<file path="config.mk">
export PLATFORM = sky130hd
export DESIGN_NAME = ifct_classify
export DESIGN_NICKNAME = d
export VERILOG_FILES = /design/src/rtl/core/ifct_pkg.sv /design/src/rtl/core/ifct_classify.sv
export SDC_FILE = /design/constraint.sdc
export NUM_CORES = 1
export LEC_CHECK = 0
export BUFFER_PORTS_ARGS = -buffer_cell sky130_fd_sc_hd__buf_4
export CORE_AREA = 4 4 89 91
export DETAILED_ROUTE_END_ITERATION = 10
export DIE_AREA = 0 0 93 95
export SYNTH_ARGS = -nofsm -noshare
export SYNTH_HDL_FRONTEND = slang
export SYNTH_SLANG_ARGS = --single-unit
</file>
<file path="constraint.sdc">
create_clock -name vclk -period 8.95
set_input_delay 1.79 -clock vclk [all_inputs]
set_output_delay 1.79 -clock vclk [all_outputs]
set_load 0.05 [all_outputs]
</file>
<file path="src/rtl/core/ifct_pkg.sv">
// ----------------------------------------------------------------------------
// ifct_pkg
// shared types, constants and helpers of the ipv4 flow counter table
// ----------------------------------------------------------------------------
package ifct_pkg;

    // table geometry
    localparam int FLOW_ENTRIES = 64;
    localparam int POS_W        = (FLOW_ENTRIES > 1) ? $clog2(FLOW_ENTRIES) : 1;
    localparam int USED_W       = $clog2(FLOW_ENTRIES + 1);
    localparam int GROUP_SIZE   = 8;
    localparam int GROUPS       = (FLOW_ENTRIES + GROUP_SIZE - 1) / GROUP_SIZE;
    localparam int CMP_W        = (USED_W > 6) ? USED_W : 6;

    // header constants
    localparam logic [15:0] ETYPE_IPV4    = 16'h0800;
    localparam logic [7:0]  PROTO_TCP     = 8'd6;
    localparam logic [7:0]  PROTO_ZERO    = 8'd0;
    localparam logic [15:0] MIN_IP_BYTES  = 16'd20;
    localparam logic [15:0] MIN_TCP_BYTES = 16'd20;
    localparam logic [3:0]  MIN_TCP_WORDS = 4'd5;
    localparam logic [31:0] SAT32         = 32'hFFFF_FFFF;

    // operations
    localparam logic OP_CLASSIFY = 1'b0;
    localparam logic OP_READ     = 1'b1;

    // result status codes
    localparam logic [2:0] ST_COUNTED  = 3'd0;
    localparam logic [2:0] ST_NEW      = 3'd1;
    localparam logic [2:0] ST_FULL     = 3'd2;
    localparam logic [2:0] ST_READ_OK  = 3'd3;
    localparam logic [2:0] ST_READ_OOR = 3'd4;

    typedef struct packed {
        logic        operation;
        logic [15:0] ethertype;
        logic [15:0] frame_len;
        logic [3:0]  header_words;
        logic [15:0] total_len;
        logic [31:0] src_addr;
        logic [31:0] dst_addr;
        logic [13:0] frag_bits;
        logic [7:0]  protocol;
        logic [3:0]  tcp_data_offset;
        logic [15:0] src_port;
        logic [5:0]  read_index;
    } in_item_t;

    typedef struct packed {
        logic [2:0]  status;
        logic [5:0]  entry_position;
        logic [31:0] entry_count;
        logic [15:0] key_ethertype;
        logic [31:0] key_src_addr;
        logic [7:0]  key_protocol;
        logic [15:0] key_src_port;
        logic [31:0] total_packets;
    } out_item_t;

    typedef struct packed {
        logic [15:0] ethertype;
        logic [31:0] src_addr;
        logic [7:0]  protocol;
        logic [15:0] src_port;
    } key_t;

    typedef struct packed {
        key_t        key;
        logic [31:0] count;
    } entry_t;

    // one cell's contribution to the match reduction
    typedef struct packed {
        logic             hit;
        logic [POS_W-1:0] pos;
        entry_t           entry;
    } found_t;

    // broadcast from the sequencer to every cell
    typedef struct packed {
        key_t              key;
        logic              read_op;
        logic              read_ok;
        logic [USED_W-1:0] read_sel;
        logic [USED_W-1:0] used;
        logic              shift_en;
        logic              inc_en;
    } cell_ctrl_t;

    function automatic logic [31:0] sat_inc(input logic [31:0] v);
        return (v == SAT32) ? v : v + 32'd1;
    endfunction

endpackage

</file>
<file path="src/rtl/core/ifct_classify.sv">
// ----------------------------------------------------------------------------
// ifct_classify
// builds the flow key from one packet's header fields
// ----------------------------------------------------------------------------
module ifct_classify
    import ifct_pkg::*;
(
    input  in_item_t item,
    output key_t     key
);

    logic [15:0] hbytes;
    logic [15:0] rest;
    logic [15:0] tcp_bytes;
    logic        len_ok;
    logic        dst_stop;
    logic        tcp_ok;

    always_comb
    begin
        hbytes    = {10'd0, item.header_words, 2'b00};
        rest      = item.frame_len - hbytes;
        tcp_bytes = {10'd0, item.tcp_data_offset, 2'b00};
        len_ok    = (item.frame_len >= MIN_IP_BYTES) && (hbytes <= item.frame_len) &&
                    (item.total_len <= item.frame_len) && (item.total_len >= hbytes);
        // multicast, broadcast or fragment
        dst_stop  = (item.dst_addr[31:28] == 4'hE) || (item.dst_addr == SAT32) ||
                    (item.frag_bits != 14'd0);
        tcp_ok    = (rest >= MIN_TCP_BYTES) && (item.tcp_data_offset >= MIN_TCP_WORDS) &&
                    (rest >= tcp_bytes);

        key.ethertype = item.ethertype;
        key.src_addr  = '0;
        key.protocol  = '0;
        key.src_port  = '0;
        if (item.ethertype == ETYPE_IPV4 && len_ok)
        begin
            key.src_addr = item.src_addr;
            if (!dst_stop)
            begin
                key.protocol = item.protocol;
                if ((item.protocol == PROTO_TCP || item.protocol == PROTO_ZERO) && tcp_ok)
                begin
                    key.src_port = item.src_port;
                end
            end
        end
    end

endmodule

</file>
# Word-level counts from Yosys, hierarchy flattened
# Index checks and enable logic that the tools add are counted.
[op_classes]
add_sub_neg = 1
n_shift = 0
n_mul = 0
reduce_logical = 12
eq_ne = 4
n_div = 0
magnitude_cmp = 7
bitwise = 0
muxes = 3
[op_table]
columns = ["cell", "n"]
rows = [
  ["$mux W56", 1],
  ["$eq A32 B32 Y1 const B", 1],
  ["$ge A16 B5 Y1 const B", 2],
  ["$ge A16 B6 Y1", 2],
  ["$mux W24", 1],
  ["$eq A16 B12 Y1 const B", 1],
  ["$le A16 B16 Y1", 1],
  ["$le A6 B16 Y1", 1],
  ["$mux W16", 1],
  ["$sub A16 B6 Y16", 1],
  ["$reduce_bool A14 Y1", 1],
  ["$eq A8 B3 Y1 const B", 1],
  ["$logic_not A8 Y1", 1],
  ["$logic_and A1 B1 Y1", 7],
  ["$eq A4 B4 Y1 const B", 1],
  ["$ge A4 B3 Y1 const B", 1],
  ["$logic_or A1 B1 Y1", 3],
]
[word_totals]
register_bits = 0
input_bits = 165
ramBits = 0
latchBits = 0
mem_count = 0
out_inout_bits = 72
mem_bits_ro = 0
wordCells = 27

# Depth between registers and ports, before layout
[logic_depth]
word_depth = 8
depth_mapped = 14
depth_no_buf = 13

# Least setup slack after synthesis
# OpenSTA, ideal clock, no wires.
[synth_path]
kind = "input to output"
startpoint = "in item[129] (netlist bit)"
endpoint = "out key[10] (netlist bit)"
stages = 14
required_ns = 7.160
n_path_buf = 1
slack_ns = 2.760
t_arrival_ns = 4.400
path_cell_list = "inv_1 -> ha_1 -> nor2b_1 -> o21a_1 -> nor2_1 -> xnor2_1 -> ha_1 -> nand4_1 -> nor3_1 -> nor2_1 -> a221o_1 -> a31oi_4 -> buf_2 -> and3_1"
[synth_lines]
columns = ["element", "line_no", "text"]
rows = [
  ["from (decl)", "ifct_classify.sv:8", "input in_item_t item,"],
  ["to (decl)", "ifct_classify.sv:9", "output key_t key"],
]

==> results.md <==
- Setup CP Type: input port to output pin
- Post-CTS setup buffer count: 0
- Vias in the first global route: between 2000 and 2500
- HP Class: input port to output pin
- DRC: 0
- Mapped Nets: between 400 and 500
- Detail Route Antenna Nets: 0
- Core area: between 0.007 and 0.008 mm²
- Pleak: approximately 2.0 nW
- GRT overflow: 0
- Commonest cells after routing, fill and taps aside: buf_4 (231), and3_1 (48), ha_1 (28), inv_1 (24), nand4_1 (14)
- Initial Utilization: approximately a quarter
- Drt first pass iters: 4
- Power Dens Cells: 39.2 mW/mm²
- Die X: 93 µm
- Nets: around 640
- Hold Path Cell Cnt: 2
- Dpl cells: 538
- Count of cell types in the netlist: between 40 and 50
- Final setup viols: 0
- Final core utilization: 46.8%
- Ratio of cells with drive above 1 in the final layout: 54.2%
- Layout area overhead: 101%
- Final setup TNS: 0 ns
- CP Launch Type: input port
- Diode count: 0
- Final Slew Violations: 0
- Final GP Congestion: 0.906
- Status: finished, final reports clean
- # clk buffers: 0
- Drt total wl: between 8000 and 9000 µm
- Fmax achieved: 0.153 GHz
- Final Hold Viols: 0
- Crit Path Max Fanout: 33
- Post-Syn Area: roughly 0.0017 mm²
- RSZ-0062 raised after global routing: no
- # Max-Cap Violations: 0
- WL per Instance: 15.9 µm
- DIE AREA: approximately 0.0088 mm²
- Critical Path RT: just over 7 ns
- Io pins: between 200 and 250
- Synthesis Warnings: 0
- Sequential cell count: 0
- Critical path endpoint category: output pin
- Final Non-Filler Cells: roughly 540
- Slew headroom: between 40 and 50%
- Hold worst-path end: key[67]
- Syn Inst Count: 234
- GRT Util Overall: between 10% and 20%
- Cts hold-fix bufs: 0
- Hold_sp: item[159]
- Commonest non-fill, non-tap cell in the layout: buf_4
- CP arrival: 4.73 ns
- First-pass GRT wire length: 12000 µm
- Peak supply drop: roughly 0.024 mV
- Num rows: 31
- Number of DRC markers in iteration 0: 55
- Slew @ Worst Pin: between 0.8 and 0.9 ns
- Post-DP HPWL: between 7000 and 8000 µm
- Total Power: between 0.1 and 0.15 mW
- Vias per cell: around 4.5
- Initial antenna violation count: 0
- Register area: 0 µm²
- Die Ht: ~95 µm
- Seq/Total Area, Yosys: 0%
- Final cycle utilization of the critical path: 72.8%
- Largest net degree at the start of global routing: 34
- Port buffer count: between 200 and 250
- Post_cts resized: 0
- Crit path time final: around 6.5 ns
- Avg Inst Size Synth: around 7 µm²
- Vias: about 2400
-- worst max path at each step --
stage | startpoint | end | slack [ns]
finish | item[134] | key[2] | 2.43
global route | item[134] | key[2] | 2.28
CTS | item[134] | key[2] | 2.47
detailed placement | item[134] | key[2] | 2.47
global placement | item[134] | key[2] | 2.46
floorplan | item[129] | key[10] | 2.76
-- area by class of cell --
cell class / count / area, µm²
Fill cell: 777 / 3790
Inverter: 24 / 90.1
Multi-Input combinational cell: 184 / 1400
Tap cell: 99 / 124
Timing Repair Buffer: 231 / 1730
-- report_power, final --
group	switching, mW	internal, mW	leakage, nW	total (mW)
Combinational	0.0597	0.0714	1.98	0.131
Sequential	0	0	0	0
Clock	0	0	0	0
-- cells by family after synthesis --
| group | share of synthesized area [%] |
|---|---|
| compound gates | 16.1 |
| xor+xnor | 1.58 |
| fa+ha+maj | 22.3 |
| buf+inv | 16.1 |
| simple gates | 43.9 |
-- synth_stat cells --
cell type	number	area, µm²
a211oi_1	1	7.51
a21boi_0	2	15.0
a21oi_1	8	40.0
a21oi_2	1	8.76
a221o_1	1	10.0
a2bb2oi_1	1	8.76
a311oi_1	1	8.76
a31oi_4	1	21.3
a41o_1	1	10.0
a41oi_2	1	16.3
and2_1	8	50.1
and3_1	48	300
and4bb_1	1	12.5
buf_2	1	5.00
buf_4	17	128
buf_6	2	22.5
clkbuf_1	6	22.5
fa_1	1	20.0
ha_1	28	350
inv_1	24	90.1
nand2_1	9	33.8
nand2b_1	1	6.26
nand3_1	4	20.0
nand4_1	14	87.6
nor2_1	10	37.5
nor2b_1	4	25.0
nor3_1	4	20.0
nor4_1	9	56.3
nor4_2	1	12.5
nor4b_2	1	15.0
nor4b_4	1	23.8
o211a_1	1	10.0
o211ai_1	2	15.0
o21a_1	3	22.5
o21ai_0	4	20.0
o21ai_1	1	5.00
o311a_1	1	10.0
o311ai_1	1	8.76
o31a_1	1	8.76
o41a_4	1	21.3
or4_1	4	30.0
xnor2_1	3	26.3
-- critical path, cell delays in order --
cell and delay, ns:
buf_4 0.09, inv_1 0.05, ha_1 0.21, fa_1 0.40, nand2b_1 0.18, a21oi_2 0.18
a2bb2oi_1 0.23, o41a_4 0.34, nor4b_4 0.74, and3_1 0.32, buf_4 0.21
-- metrics by stage --
stage | cell area, µm² | hold slack (ns) | worst slack, ns
final | 3340 | 3.85 | 2.43
after global routing | 3340 | 3.85 | 2.28
after CTS | 3340 | 3.85 | 2.47
after detailed placement | 3340 | 3.85 | 2.47
after global placement | 3340 | 3.85 | 2.46
after floorplan | 1660 | 3.75 | 2.76
-- routing by layer --
layer,up-vias,global-route usage (%),share of wire [%]
li1,1266,-,-
met1,1051,18.9,36
met4,0,0,0
met5,-,0,0
met3,0,4.54,11
met2,120,32.7,53
(Power assumes the default switching activity.)
