### config.mk
export PLATFORM = sky130hd
export DESIGN_NAME = ifct_cell
export DESIGN_NICKNAME = d
export VERILOG_FILES = /design/src/rtl/core/ifct_pkg.sv /design/src/rtl/core/ifct_cell.sv
export SDC_FILE = /design/constraint.sdc
export NUM_CORES = 1
export LEC_CHECK = 0
export CAP_MARGIN = 15
export CORE_AREA = 2 2 162 164
export DETAILED_ROUTE_END_ITERATION = 12
export DIE_AREA = 0 0 164 166
export DONT_BUFFER_PORTS = 1
export PLACE_DENSITY = 0.45
export REMOVE_ABC_BUFFERS = 1
export SYNTH_ARGS = -nofsm -noshare
export SYNTH_HDL_FRONTEND = slang
export SYNTH_SLANG_ARGS = --single-unit
### constraint.sdc
create_clock -name clk -period 5.33 [get_ports clk]
set_input_delay 1.599 -clock clk [delete_from_list [all_inputs] [get_ports clk]]
set_output_delay 1.599 -clock clk [all_outputs]
set_load 0.005 [all_outputs]
### src/rtl/core/ifct_pkg.sv
// ----------------------------------------------------------------------------
// ifct_pkg
// shared types, constants and helpers of the ipv4 flow counter table
// ----------------------------------------------------------------------------
package ifct_pkg;

    // table geometry
    localparam int FLOW_ENTRIES = 64;
    localparam int POS_W        = (FLOW_ENTRIES > 1) ? $clog2(FLOW_ENTRIES) : 1;
    localparam int USED_W       = $clog2(FLOW_ENTRIES + 1);
    localparam int GROUP_SIZE   = 8;
    localparam int GROUPS       = (FLOW_ENTRIES + GROUP_SIZE - 1) / GROUP_SIZE;
    localparam int CMP_W        = (USED_W > 6) ? USED_W : 6;

    // header constants
    localparam logic [15:0] ETYPE_IPV4    = 16'h0800;
    localparam logic [7:0]  PROTO_TCP     = 8'd6;
    localparam logic [7:0]  PROTO_ZERO    = 8'd0;
    localparam logic [15:0] MIN_IP_BYTES  = 16'd20;
    localparam logic [15:0] MIN_TCP_BYTES = 16'd20;
    localparam logic [3:0]  MIN_TCP_WORDS = 4'd5;
    localparam logic [31:0] SAT32         = 32'hFFFF_FFFF;

    // operations
    localparam logic OP_CLASSIFY = 1'b0;
    localparam logic OP_READ     = 1'b1;

    // result status codes
    localparam logic [2:0] ST_COUNTED  = 3'd0;
    localparam logic [2:0] ST_NEW      = 3'd1;
    localparam logic [2:0] ST_FULL     = 3'd2;
    localparam logic [2:0] ST_READ_OK  = 3'd3;
    localparam logic [2:0] ST_READ_OOR = 3'd4;

    typedef struct packed {
        logic        operation;
        logic [15:0] ethertype;
        logic [15:0] frame_len;
        logic [3:0]  header_words;
        logic [15:0] total_len;
        logic [31:0] src_addr;
        logic [31:0] dst_addr;
        logic [13:0] frag_bits;
        logic [7:0]  protocol;
        logic [3:0]  tcp_data_offset;
        logic [15:0] src_port;
        logic [5:0]  read_index;
    } in_item_t;

    typedef struct packed {
        logic [2:0]  status;
        logic [5:0]  entry_position;
        logic [31:0] entry_count;
        logic [15:0] key_ethertype;
        logic [31:0] key_src_addr;
        logic [7:0]  key_protocol;
        logic [15:0] key_src_port;
        logic [31:0] total_packets;
    } out_item_t;

    typedef struct packed {
        logic [15:0] ethertype;
        logic [31:0] src_addr;
        logic [7:0]  protocol;
        logic [15:0] src_port;
    } key_t;

    typedef struct packed {
        key_t        key;
        logic [31:0] count;
    } entry_t;

    // one cell's contribution to the match reduction
    typedef struct packed {
        logic             hit;
        logic [POS_W-1:0] pos;
        entry_t           entry;
    } found_t;

    // broadcast from the sequencer to every cell
    typedef struct packed {
        key_t              key;
        logic              read_op;
        logic              read_ok;
        logic [USED_W-1:0] read_sel;
        logic [USED_W-1:0] used;
        logic              shift_en;
        logic              inc_en;
    } cell_ctrl_t;

    function automatic logic [31:0] sat_inc(input logic [31:0] v);
        return (v == SAT32) ? v : v + 32'd1;
    endfunction

endpackage

### src/rtl/core/ifct_cell.sv
// ----------------------------------------------------------------------------
// ifct_cell
// one table entry: local compare, counter update, shift from neighbor
// ----------------------------------------------------------------------------
module ifct_cell
    import ifct_pkg::*;
(
    input  logic             clk,
    input  logic [POS_W-1:0] pos,
    input  cell_ctrl_t       ctrl,
    input  entry_t           prev_entry,
    output entry_t           entry,
    output found_t           found
);

    entry_t entry_reg;
    entry_t entry_next;
    logic   occupied;
    logic   hit;

    always_comb
    begin
        // entries are kept newest first, so position below fill means occupied
        occupied = USED_W'(pos) < ctrl.used;
        if (ctrl.read_op)
            hit = occupied && ctrl.read_ok && (USED_W'(pos) == ctrl.read_sel);
        else
            hit = occupied && (entry_reg.key == ctrl.key);

        entry_next = entry_reg;
        if (ctrl.shift_en)
            entry_next = prev_entry;
        else if (ctrl.inc_en && hit)
            entry_next.count = sat_inc(entry_reg.count);

        found = '0;
        if (hit)
        begin
            found.hit   = 1'b1;
            found.pos   = pos;
            found.entry = entry_reg;
        end
    end

    always_ff @(posedge clk)
    begin
        entry_reg <= entry_next;
    end

    assign entry = entry_reg;

endmodule

# After elaboration in Yosys (flattened, before gate mapping)

Index checks and enable logic that the tools add are counted.

Register bits after elaboration: 104
Bits of input ports: 201
Word-level logic and storage cells: 22

$add $sub $neg: 1
Order comparisons: 1
Eq/ne operators: 4
Muxes and demuxes: 5
Reductions and logical operators: 6

Operators by type and width:

| operator                                      | count |
|---|---|
| two-way mux 111 bit                           | 1 |
| two-way mux 32 bit                            | 3 |
| == test 72 bit                                | 1 |
| adder 32 x 1 -> 32 bit, second input constant | 1 |
| == test 32 bit, second input constant         | 1 |
| == test 6 x 7 -> 1 bit                        | 1 |
| less-than comparator 6 x 7 -> 1 bit           | 1 |
| logical AND 1 bit                             | 4 |
| inequality test 2 bit, second input constant  | 1 |
| AND reduction 2 bit                           | 1 |
| nonzero test 2 bit                            | 1 |
| two-way mux 1 bit                             | 1 |

# Longest topological paths before layout

Gate-level depths: netlist (run 1).

Depth after elaboration: 7
Mapped depth: 10
Mapped depth without buffers: 8

# Worst setup path before layout (run 1)

No wires, ideal clock.

Path type: input -> register
Start point: in ctrl[73] (netlist bit)
End point: reg entry_reg, in the netlist entry[0], enable pin
Setup time: 470 ps
Arrival: 5,196 ps
Required time: 4,860 ps
Slack: -336 ps
Stages: 7
Buffers on the path: 1
Cells stage by stage: nor2b_1 > a2111oi_0 > nand4_1 > nor4_1 > a21oi_1 > buf_6 > o31ai_1

Cells in the longest elaborated chain, start to end: 6

Ends and longest elaborated chain:

| item                          | line            | RTL |
|---|---|---|
| from (decl)                   | ifct_cell.sv:10 | `input cell_ctrl_t ctrl,` |
| == test 72 bit                | ifct_cell.sv:28 | `hit = occupied && (entry_reg.key == ctrl.key);` |
| logical AND 1 bit             | ifct_cell.sv:28 |  |
| two-way mux 1 bit             | ifct_cell.sv:25 | `if (ctrl.read_op)` |
| logical AND 1 bit             | ifct_cell.sv:33 | `else if (ctrl.inc_en && hit)` |
| nonzero test 2 bit (no line)  | --              |  |
| AND reduction 2 bit (no line) | --              |  |
| to (signal assigned)          | ifct_cell.sv:47 | `entry_reg <= entry_next;` |
| to (decl)                     | ifct_cell.sv:16 | `entry_t entry_reg;` |

No other way between the ends.
A chain may end at the register's enable or synchronous reset.

==> results.py, run 1 <==
metrics = {
    "run": {
        "drv_cap": 0,
    },
    "placed_design": {
        "gp_congestion": 0.825,
        "dp_hpwl_um": 16100,
        "placedCellCount": 893,
        "portBuffers": 0,
    },
    "clock_network": {
        "clk_latency_ns": 0.35,
        "numCtsBuffers": 9,
        "clock_path_buffers": 2,
        "hold_buffers": 0,
        "cts.clk_slew.worst_paths_ns": 0.07,
        "cts-root-buf": "clkbuf_16",
        "clock_sinks": 104,
        "cts.htree.levels": 3,
        "cts_tree": "yes",
    },
    "synth": {
        "yosys_warnings": 0,
        "synth_area_leaders": "edfxtp_1 (50%), xor2_1 (9.5%), nor3b_2 (7.4%), nand2_1 (4.5%), nor3b_1 (3.7%)",
        "synthArstFlopShare_pct": 0,
        "synthFlopType": "edfxtp_1",
        "seq_area_frac_synth_pct": 49.6,
        "syn_inst": 579,
        "synth_top_cell_by_area": "edfxtp_1",
        "ys_ff_latch": 104,
        "synth-edff-count": 104,
        "ys_types": 40,
        "synth.top_cell.area_share_pct": 49.6,
        "syn_area_per_cell_sq_um": 10.9,
        "synthesis.area_sq_um": 6300,
    },
    "critical_path": {
        "critPathSlowestCell": "nor4_1",
        "worst_ep_arrival_time_ns": 3.59,
        "worstPathRequired_ns": 3.73,
        "crit_fanout": 43,
        "worst_setup_path_start_kind": "input port",
        "critPathKind": "input port to output pin",
        "worst_path_largest_cell_delay_ns": 0.31,
        "path_cells": "xor2_1 -> nor4_1 -> buf_4 -> nand4_1 -> nor4_2 -> buf_4 -> a21oi_4 -> buf_12 -> nor3_1 -> buf_4",
        "critPathMostFrequentCell": "buf_4",
        "end_kind": "output pin",
    },
    "detailed_routing": {
        "drc_errors": 0,
        "via_per_inst": 4.99,
        "firstDrtPassIters": 5,
        "ant_nets": 0,
        "finalWirelength_um": 20500,
        "drt_iter0_markers": 246,
        "num_vias": 4539,
        "avgRoutedWirePerCell_um": 22.5,
    },
    "floorplanning": {
        "coreArea_sq_um": 25600,
        "die-width_um": 164,
        "rows": 59,
        "die_area_sq_um": 27200,
        "initial_utilization_pct": 24.6,
        "io_pins": 416,
        "dieHeight_um": 166,
    },
    "sta": {
        "hold_slack_ns": 0.734,
        "skew_ns": 0.00995,
        "worst_pin_slew_ns": 0.502,
        "min_period_ns": 5.19,
        "relSlewSlack_pct": 66.2,
        "setup_violations": 0,
        "fmaxAchievable_mhz": 193,
        "period_share_pct": 97.3,
        "rsz0062_at_grt": "no",
        "hold_violations": 0,
        "slew_viol_final": 0,
    },
    "global_routing": {
        "grt_max_degree": 137,
        "grt_pass1_wl_um": 28200,
        "antenna_found_initial": 1,
        "grtUsageTotal_pct": 14.0,
        "grt_overflow": 0,
        "grt_pass1_vias": 4482,
    },
    "layout": {
        "syn2layout_area_growth_pct": 12.0,
        "instances_no_fill": 910,
        "largest_reg_flops": 104,
        "drive_gt1_share_pct": 13.9,
        "fin_nets": 776,
        "fillCellCount": 2663,
        "multiInputGateArea_sq_um": 2990,
        "seq_area_sq_um": 3120,
    },
    "power": {
        "ir_drop_mv": 0.146,
        "power_leakage_nw": 2.32,
        "power_density_nw_per_um2": 276,
    },
    "run_status": {
        "outcome": "finished, final reports clean",
    },
    "min_path": {
        "hold_class": "register to register",
    },
}
==> what timing repair did <==
item	in CTS	in global routing
pin swaps	0	1
buffers inserted	0	0
resized for setup	3	3
endpoints found under the setup margin	111	36
hold endpoints to repair	0	0
==> per-stage QoR <==
step	worst slack, ns	util, %	power [mW]	cell area [sq um]	setup TNS (ns)
final	0.145	27.5	1.95	7050	0
after global routing	0.0146	27.5	2.04	7050	0
after CTS	0.0381	27.5	1.98	7030	0
after detailed placement	-0.326	26.2	1.29	6720	-24.14
after global placement	-0.241	26.2	1.28	6720	-18.42
after floorplan	-5.97	-	1.20	6110	-601.99
==> final timing paths <==
path | startpoint | to | slack [ns] | depth (start not counted)
max | ctrl[62] | found[80] | 0.14 | 10
min | entry[0] | entry[0] | 0.73 | 1
max reg2reg | entry[48] | entry[6] | 2.13 | 10
min reg2reg | entry[0] | entry[0] | 0.73 | 1
==> logic make-up after synthesis <==
| logic type | Yosys count | synth area share, % |
|---|---|---|
| AO/OA/AOI/OAI | 49 | 4.85 |
| flip-flops | 104 | 49.6 |
| buffers and inverters | 51 | 3.99 |
| XOR/XNOR | 91 | 12.7 |
| adder cells (fa/ha/maj) | 6 | 1.19 |
| AND/OR/NAND/NOR | 277 | 27.5 |
| multiplexers | 1 | 0.179 |
==> synthesized netlist by cell type, types with 2 or more instances <==
| cell | instances |
|---|---|
| nor3_2 | 4 |
| buf_2 | 9 |
| nor3b_1 | 31 |
| nor3_1 | 6 |
| nand2_1 | 76 |
| nor2_1 | 44 |
| clkbuf_1 | 14 |
| nand3_1 | 19 |
| a21oi_1 | 2 |
| nor3b_2 | 37 |
| o21ai_1 | 4 |
| buf_6 | 6 |
| a221oi_1 | 3 |
| o21ai_0 | 29 |
| buf_1 | 3 |
| ha_1 | 6 |
| nand2b_1 | 14 |
| a2111oi_0 | 2 |
| nor4_1 | 13 |
| edfxtp_1 | 104 |
| inv_1 | 18 |
| nand4_1 | 14 |
| and3_1 | 5 |
| xor2_1 | 68 |
| xnor2_1 | 23 |
| o2111a_1 | 4 |
| nor2b_1 | 8 |
==> cell usage in the layout (no fill, tap or decap), drive strengths merged, types with 19 or more instances in the layout <==
master and count:
nor3b 68, o21ai 33, xor2 68, edfxtp 104, nand2 76, xnor2 23
nor2 44, nand3 20, inv 19
==> power breakdown <==
part	total, mW	switching [mW]	internal, mW	leakage [nW]
Combinational	0.195	0.103	0.0919	1.16
Sequential	1.07	0.0949	0.978	1.02
Clock	0.680	0.313	0.367	0.141
==> final cells by class <==
class / instances / area share [%]
clock buffer: 10 / 3.25
inverter: 18 / 0.958
clock inverter: 6 / 0.958
timing repair buffer: 12 / 2.16
antenna: 1 / 0.0355
tap: 335 / 5.94
sequential: 104 / 44.3
multi-input combinational: 424 / 42.4
==> worst max-delay path, delay by kind of cell <==
kind	cells	cell delay, ns
AND/OR/NAND/NOR	4	1.05
AO/OA/AOI/OAI	1	0.08
XOR/XNOR	1	0.14
buffers and inverters	4	0.66
==> layer usage <==
layer	wire length (um)	vias to the layer above	GRT usage [%]
li1	-	2027	-
met1	8100	2233	16.6
met4	237	0	3.85
met2	10300	266	24.4
met3	1860	13	4.35
met5	0	-	0
(Power assumes the default switching activity.)
==> run 2, diff against run 1 <==
- REMOVE_ABC_BUFFERS: 1 -> not set
==> results.py, run 2 (synthesized netlist as in run 1, its figures left out) <==
metrics = {
    "layout": {
        "syn2layout_area_growth_pct": 13.0,
        "final_area_sq_um": 7110,
        "multiInputGateArea_sq_um": 3020,
        "antennaDiodeCount": 0,
        "seq_area_sq_um": 3120,
        "fin_nets": 785,
        "largest_reg_flops": 104,
        "final_common_cell": "edfxtp_1",
        "fillCellCount": 2677,
        "drive_gt1_share_pct": 15.8,
        "layout_common_cells": "edfxtp_1 (104), nand2_1 (76), xor2_1 (68)",
    },
    "sta": {
        "min_period_ns": 5.20,
        "hold_slack_ns": 0.741,
        "fin_ws_ns": 0.127,
        "period_share_pct": 97.6,
        "slew_viol_final": 0,
        "skew_ns": 0.0174,
        "worst_pin_slew_ns": 0.602,
        "setup_violations": 0,
        "rsz0062_at_grt": "no",
        "relSlewSlack_pct": 59.9,
        "hold_violations": 0,
        "fmaxAchievable_mhz": 192,
    },
    "global_routing": {
        "grt_max_degree": 137,
        "grt_overflow": 0,
        "grt_pass1_wl_um": 30700,
        "grtUsageTotal_pct": 15.3,
        "antenna_found_initial": 1,
        "grt_pass1_vias": 4643,
    },
    "critical_path": {
        "end_kind": "output pin",
        "worst_path_largest_cell_delay_ns": 0.39,
        "crit_buf_inv": 3,
        "crit_family": "simple AND/OR/NAND/NOR gates",
        "critPathKind": "input port to output pin",
        "critPathSlowestCell": "nor4_2",
        "worstPathRequired_ns": 3.73,
        "path_cells": "xor2_1 -> nor4_2 -> nand4_1 -> nor4_1 -> buf_4 -> a21oi_4 -> buf_12 -> nor3b_1 -> buf_4",
        "critPathMostFrequentCell": "buf_4",
        "worst_ep_arrival_time_ns": 3.60,
        "worst_setup_path_start_kind": "input port",
        "crit_fanout": 48,
    },
    "detailed_routing": {
        "ant_nets": 0,
        "avgRoutedWirePerCell_um": 23.9,
        "drt_iter0_markers": 243,
        "num_vias": 4589,
        "finalWirelength_um": 22000,
        "firstDrtPassIters": 5,
        "via_per_inst": 5.00,
        "drc_errors": 0,
    },
    "run_status": {
        "outcome": "finished, final reports clean",
    },
    "clock_network": {
        "clk_latency_ns": 0.36,
        "cts-root-buf": "clkbuf_16",
        "cts.htree.levels": 3,
        "cts_tree": "yes",
        "numCtsBuffers": 9,
        "clock_path_buffers": 2,
        "cts.clk_slew.worst_paths_ns": 0.08,
        "clock_sinks": 104,
        "post-cts-setup-buffers": 0,
    },
    "power": {
        "finalPower_mw": 1.95,
        "ir_drop_mv": 0.121,
        "power_leakage_nw": 2.37,
        "power_density_nw_per_um2": 274,
    },
    "floorplanning": {
        "die_area_sq_um": 27200,
        "io_pins": 416,
        "die-width_um": 164,
        "coreArea_sq_um": 25600,
        "initial_utilization_pct": 24.6,
        "dieHeight_um": 166,
        "rows": 59,
    },
    "placed_design": {
        "placed_cell_area_sq_um": 6770,
        "dp_hpwl_um": 17000,
        "gp_congestion": 0.842,
        "portBuffers": 0,
        "dp_worst_setup_slack_ns": -0.329,
    },
    "run": {
        "drv_cap": 0,
    },
    "synth": {
        "synth_nets": 786,
    },
    "min_path": {
        "hold_class": "register to register",
    },
}
run 2: what timing repair did:
| item | 4_1_cts | 5_1_grt |
|---|---|---|
| setup endpoints to repair | 111 | 33 |
| gates resized for setup | 3 | 7 |
| pin swaps | 1 | 0 |
| endpoints found under the hold margin | 0 | 0 |
| gates cloned | 0 | 0 |
| hold buffers | 0 | 0 |
run 2: worst paths after layout:
kind | slack, ns | to | start | cells past startpoint
setup / recovery | 0.13 | found[39] | ctrl[46] | 9
setup reg to reg | 2.04 | entry[11] | entry[72] | 9
hold reg to reg | 0.74 | entry[26] | entry[26] | 2
hold / removal | 0.74 | entry[26] | entry[26] | 2
run 2: worst min-delay path, cell delays in order (launching register included):
cell and delay (ns):
edfxtp_1 0.44, xor2_1 0.09, o21ai_1 0.10
run 2: area by class of cell:
class,count,share of cell area (%)
sequential,104,43.9
multi-input combinational,424,42.4
tap,335,5.89
clock buffer,10,3.22
timing repair buffer,21,2.92
inverter,18,0.950
clock inverter,6,0.704
run 2: per-layer routing:
layer,part of all wire (%),vias up,track usage (%)
met5,0.032,-,0
met3,8.7,20,4.35
li1,-,2047,-
met1,39,2227,17.7
met4,1.6,2,4.04
met2,51,293,27.5
run 2: power by group:
group,internal (mW),switching [mW],total (mW),leakage [nW]
clock network,0.326,0.342,0.667,0.137
logic,0.0929,0.108,0.201,1.21
registers,0.978,0.103,1.08,1.02
run 2: per-stage QoR:
| stage | util, % | TNS [ns] | instances |
|---|---|---|---|
| final | 27.8 | 0 | 918 |
| after global routing | 27.8 | 0 | 918 |
| after CTS | 27.6 | 0 | 918 |
| after detailed placement | 26.4 | -19.85 | 902 |
| after global placement | 26.4 | -31.52 | 902 |
| after floorplan | - | 0 | 579 |
